**src/sv/mcprb_pkg.sv**
```systemverilog
// Shared types, codes and sizes for the multichannel partitioned ring buffer.
// Used by mcprb_front, mcprb_back and the top level; depends on nothing.
`timescale 1ns / 1ps

package mcprb_pkg;

   // Field and store widths
   localparam int ACTION_W   = 2;
   localparam int CHAN_W     = 3;
   localparam int DATA_W     = 8;
   localparam int STATUS_W   = 3;
   localparam int SIZE_W     = 14;
   localparam int PTR_W      = 13;
   localparam int SUM_W      = SIZE_W + CHAN_W;
   localparam int REG_COUNT  = 8;
   localparam int REG_IDX_W  = 3;
   localparam int KIND_W     = 3;

   localparam logic [SIZE_W-1:0] MAX_CHAN_SIZE = SIZE_W'(8192);

   // Default parameter values
   localparam int DEF_CHANNEL_COUNT = 8;
   localparam int DEF_MEM_DEPTH     = 8192;

   // Action codes of an input word
   localparam logic [ACTION_W-1:0] ACT_WRITE = 2'd0;
   localparam logic [ACTION_W-1:0] ACT_READ  = 2'd1;
   localparam logic [ACTION_W-1:0] ACT_INIT  = 2'd2;
   localparam logic [ACTION_W-1:0] ACT_NOP   = 2'd3;

   // Status codes of a result word
   localparam logic [STATUS_W-1:0] ST_OK        = 3'd0;
   localparam logic [STATUS_W-1:0] ST_EMPTY     = 3'd1;
   localparam logic [STATUS_W-1:0] ST_OVERWRITE = 3'd2;
   localparam logic [STATUS_W-1:0] ST_UNSIZED   = 3'd3;
   localparam logic [STATUS_W-1:0] ST_LAYOUT    = 3'd4;

   // Command kinds after classification
   localparam logic [KIND_W-1:0] K_WRITE  = 3'd0;
   localparam logic [KIND_W-1:0] K_READ   = 3'd1;
   localparam logic [KIND_W-1:0] K_INIT   = 3'd2;
   localparam logic [KIND_W-1:0] K_PEEK   = 3'd3;  // no-op on a channel in range
   localparam logic [KIND_W-1:0] K_REJECT = 3'd4;  // write or read past the channel count
   localparam logic [KIND_W-1:0] K_NULL   = 3'd5;  // no-op past the channel count

   typedef struct packed {
      logic [ACTION_W-1:0] action;
      logic [CHAN_W-1:0]   channel;
      logic [DATA_W-1:0]   wdata;
   } req_type;

   typedef struct packed {
      logic [DATA_W-1:0]   rdata;
      logic [STATUS_W-1:0] status;
      logic [SIZE_W-1:0]   fill;
   } rsp_type;

   typedef struct packed {
      logic [KIND_W-1:0] kind;
      logic [CHAN_W-1:0] chan;
      logic [DATA_W-1:0] wdata;
   } cmd_type;

endpackage

```
**src/sv/mcprb_front.sv**
```systemverilog
// Front end: accepts request words, classifies them and queues them for the back end.
// Depends on mcprb_pkg.
`timescale 1ns / 1ps

module mcprb_front #(
   parameter int CHANNEL_COUNT = mcprb_pkg::DEF_CHANNEL_COUNT
) (
   input  logic                clock,
   input  logic                reset,
   input  logic                req_valid,
   output logic                req_stall,
   input  mcprb_pkg::req_type  req_data,
   output logic                cmd_valid,
   input  logic                cmd_pop,
   output mcprb_pkg::cmd_type  cmd
);

   mcprb_pkg::cmd_type q_ff [2];
   logic       wp_ff;
   logic       rp_ff;
   logic [1:0] cnt_ff;
   logic [1:0] cnt_in;
   logic       push;
   logic       in_range;
   mcprb_pkg::cmd_type cls;

   assign in_range = {1'b0, req_data.channel} < 4'(CHANNEL_COUNT);

   always_comb begin
      cls.chan  = req_data.channel;
      cls.wdata = req_data.wdata;
      unique case (req_data.action)
         mcprb_pkg::ACT_WRITE: cls.kind = in_range ? mcprb_pkg::K_WRITE : mcprb_pkg::K_REJECT;
         mcprb_pkg::ACT_READ:  cls.kind = in_range ? mcprb_pkg::K_READ : mcprb_pkg::K_REJECT;
         mcprb_pkg::ACT_INIT:  cls.kind = mcprb_pkg::K_INIT;
         default:              cls.kind = in_range ? mcprb_pkg::K_PEEK : mcprb_pkg::K_NULL;
      endcase
   end

   assign req_stall = (cnt_ff == 2'd2);
   assign push      = req_valid && !req_stall;
   assign cmd_valid = (cnt_ff != 2'd0);
   assign cmd       = q_ff[rp_ff];

   always_comb begin
      cnt_in = cnt_ff;
      if (push && !cmd_pop) begin
         cnt_in = cnt_ff + 2'd1;
      end else if (!push && cmd_pop) begin
         cnt_in = cnt_ff - 2'd1;
      end
   end

   always_ff @(posedge clock) begin
      if (reset) begin
         wp_ff  <= 1'b0;
         rp_ff  <= 1'b0;
         cnt_ff <= 2'd0;
      end else begin
         cnt_ff <= cnt_in;
         if (push) begin
            wp_ff <= !wp_ff;
         end
         if (cmd_pop) begin
            rp_ff <= !rp_ff;
         end
      end
   end

   always_ff @(posedge clock) begin
      if (push) begin
         q_ff[wp_ff] <= cls;
      end
   end

endmodule

```
**config.mk**
```make
export PLATFORM = sky130hd
export DESIGN_NAME = mcprb_front
export DESIGN_NICKNAME = d
export VERILOG_FILES = /design/src/sv/mcprb_pkg.sv /design/src/sv/mcprb_front.sv
export SDC_FILE = /design/constraint.sdc
export NUM_CORES = 1
export LEC_CHECK = 0
export BUFFER_PORTS_ARGS = -buffer_cell sky130_fd_sc_hd__buf_2
export CORE_MARGIN = 3
export CORE_UTILIZATION = 25
export CTS_BUF_LIST = sky130_fd_sc_hd__clkbuf_4 sky130_fd_sc_hd__clkbuf_8
export DETAILED_ROUTE_END_ITERATION = 12
export GPL_TIMING_DRIVEN = 0
export SKIP_LAST_GASP = 1
export SYNTH_ARGS = -nofsm -noshare
export SYNTH_HDL_FRONTEND = slang
export SYNTH_SLANG_ARGS = --single-unit
```
**constraint.sdc**
```tcl
create_clock -name clock -period 1.9 [get_ports clock]
set_input_delay 0.475 -clock clock [delete_from_list [all_inputs] [get_ports clock]]
set_output_delay 0.475 -clock clock [all_outputs]
set_load 0.1 [all_outputs]
```
==> flow_metrics.py <==
metrics = {
    "outcome": {
        "status": "completed",
    },
    "placement": {
        "gp_congestion": 0.629,
        "dpl.cell_count": 150,
        "dp_worst_setup_slack_ns": 0.0685,
        "numPortBuffers": 29,
        "hpwl_mm": 1.47,
    },
    "yosys": {
        "syn_nets": 87,
        "synth_cells": 69,
        "ys_warn_count": 0,
        "synth_area_um2": 1170,
        "yosysUniqueCellTypes": 18,
        "ys_ff_latch": 31,
        "syn_area_per_cell_um2": 17.0,
        "ys_seq_area_share_pct": 75.3,
    },
    "setup_path": {
        "worst-setup-path-type": "reg -> out",
        "endpoint_kind": "output port",
        "worstPathArrival_ns": 1.36,
        "crit_chain": "buf_8 > mux2_2 > buf_6",
        "crit_fanout": 10,
        "rrSetupSlack_ns": 0.25,
        "worst_path_max_delay_cell": "dfxtp_2",
        "critPathRequiredTime_ns": 1.42,
        "slowest_delay_ns": 0.38,
        "worst_setup_path_start_kind": "flip-flop",
    },
    "timing": {
        "fin_crit_sh_pct": 96.5,
        "maxSlewViolCount": 0,
        "max_slew_margin_pct": 56.0,
        "min_period_ns": 1.83,
        "fin_tns_setup_ns": 0,
        "holdWs_ns": 0.388,
        "worst_pin_slew_ns": 0.660,
        "setup_viol": 0,
        "hold_viol": 0,
        "finClkSkew_ns": 0.00582,
        "finalWorstSetupSlack_ns": 0.0668,
        "fmax_ghz": 0.546,
        "rsz0062_at_grt": "no",
    },
    "grt": {
        "grt_pass1_vias": 731,
        "grt_pass1_wl_mm": 3.24,
        "grt_max_degree": 14,
        "grt.overflow.total": 0,
        "antenna_found_initial": 0,
        "grt_usage_pct": 8.21,
    },
    "power_and_ir_drop": {
        "peakVddDrop_mv": 0.358,
        "power_leakage_nw": 0.600,
        "power_density_nw_per_um2": 1320,
    },
    "cells_and_area": {
        "fillCellCount": 432,
        "area_growth_pct": 31.9,
        "final_cell_mix": "edfxtp_1, buf_2, mux2_2",
        "multi_input_comb_area_um2": 263,
        "nets": 123,
        "postLayoutCoreUtil_pct": 34.7,
        "layout-drive-gt1-share_pct": 50.0,
        "num_antenna_cells": 0,
        "seq_area_um2": 882,
        "layoutNonFillerInstCount": 158,
        "final_common_cell": "edfxtp_1",
    },
    "floorplan": {
        "initial_core_util_pct": 26.3,
        "chipWidth_um": 74.4,
        "coreArea_um2": 4440,
        "die_y_um": 74.4,
        "io_pins": 33,
        "num_rows": 24,
        "dieArea_um2": 5540,
    },
    "cts": {
        "clockBufferDepth": 2,
        "post-cts-setup-buffers": 0,
        "cts_buffers": 5,
        "clock_latency_ns": 0.27,
        "htreeDepth": 2,
        "cts_root_buf": "clkbuf_8",
        "cts.clk_slew.worst_paths_ns": 0.06,
        "cts_sinks": 31,
        "ctsHoldBuffers": 0,
        "cts_tree": "built",
    },
    "routing": {
        "antenna_left": 0,
        "wl_per_cell_um": 13.4,
        "drc": 0,
        "vias_per_cell": 4.20,
        "routed_wl_mm": 2.12,
        "drtIter0Drc": 18,
        "vias": 663,
        "dr.pass1.iters": 4,
    },
    "min_path": {
        "min_path_type": "in -> reg",
    },
    "job": {
        "cap_violations": 0,
    },
}
## Yosys cell counts
| cell type | instances | share of area, % |
|---|---|---|
| or3_1 | 2 | 1.1 |
| buf_2 | 1 | 0.43 |
| mux2_2 | 13 | 13 |
| xnor2_1 | 1 | 0.75 |
| or2_2 | 1 | 0.54 |
| nor2_1 | 4 | 1.3 |
| clkbuf_1 | 2 | 0.64 |
| ha_1 | 1 | 1.1 |
| a21oi_1 | 2 | 0.86 |
| dfxtp_1 | 5 | 8.6 |
| buf_4 | 1 | 0.64 |
| nor2b_2 | 1 | 0.75 |
| and2_1 | 1 | 0.54 |
| xor2_1 | 2 | 1.5 |
| conb_1 | 1 | 0.32 |
| inv_1 | 3 | 0.96 |
| edfxtp_1 | 26 | 67 |
| o21ai_0 | 2 | 0.86 |
## logic make-up after synthesis
group | share of synthesized area [%]
buffers and inverters | 2.67
xor gates and xnor gates | 2.25
other | 0.321
adders and majority gates | 1.07
AOI/OAI and AO/OA | 1.71
and+or+nand+nor | 4.17
DFF | 75.3
muxes | 12.5
## per-stage QoR
stage | total power [mW] | cell area, µm²
2_1_floorplan | 1.42 | 1170
3_3_place_gp | 1.50 | 1390
3_5_place_dp | 1.52 | 1390
4_1_cts | 2.04 | 1500
5_1_grt | 2.12 | 1540
6_report | 2.03 | 1540
## worst paths after layout
kind / depth (start not counted) / start / to
setup reg to reg: 3 / cnt_ff[0] / q_ff[0][11]
hold / removal: 1 / req_data[4] / q_ff[0][4]
hold reg to reg: 2 / cnt_ff[1] / cnt_ff[1]
setup / recovery: 3 / flip-flop / cmd[4]
## final cells by class
class | instances | area share [%]
plain buffers | 4 | 1.95
clock buffers | 6 | 4.95
clock inverters | 2 | 0.487
inverters | 3 | 0.730
multi-input cells | 31 | 17.0
flip-flops and latches | 31 | 57.2
well taps | 52 | 4.22
repair buffers | 29 | 13.5
## layer usage
metal / wire (µm) / track usage (%)
met1: 868 / 8.59
met2: 1060 / 13.6
met3: 160 / 3.78
met4: 28 / 4.74
met5: 0 / 0
## state kept, by name, summed over array words and instances (netlist names), named ones only
signal,flops
rp_ff,1
wp_ff,1
cnt_ff,2
q_ff,26
## worst max-delay path: cells and delay by family (launching register included)
| family | cells | cell delay, ns |
|---|---|---|
| buffers and inverters | 2 | 0.35 |
| DFF | 1 | 0.38 |
| muxes | 1 | 0.35 |
## power by group
| part | internal (mW) | switching [mW] | total (mW) |
|---|---|---|---|
| logic | 0.168 | 0.527 | 0.695 |
| clock network | 0.263 | 0.223 | 0.486 |
| registers | 0.822 | 0.0306 | 0.852 |
| total | 1.25 | 0.780 | 2.03 |
## repair_timing
item                                    in CTS  in global routing
endpoints found under the setup margin      10                 10
gates resized for setup                     13                 11
pin swaps                                    0                  0
(Power assumes the default switching activity.)
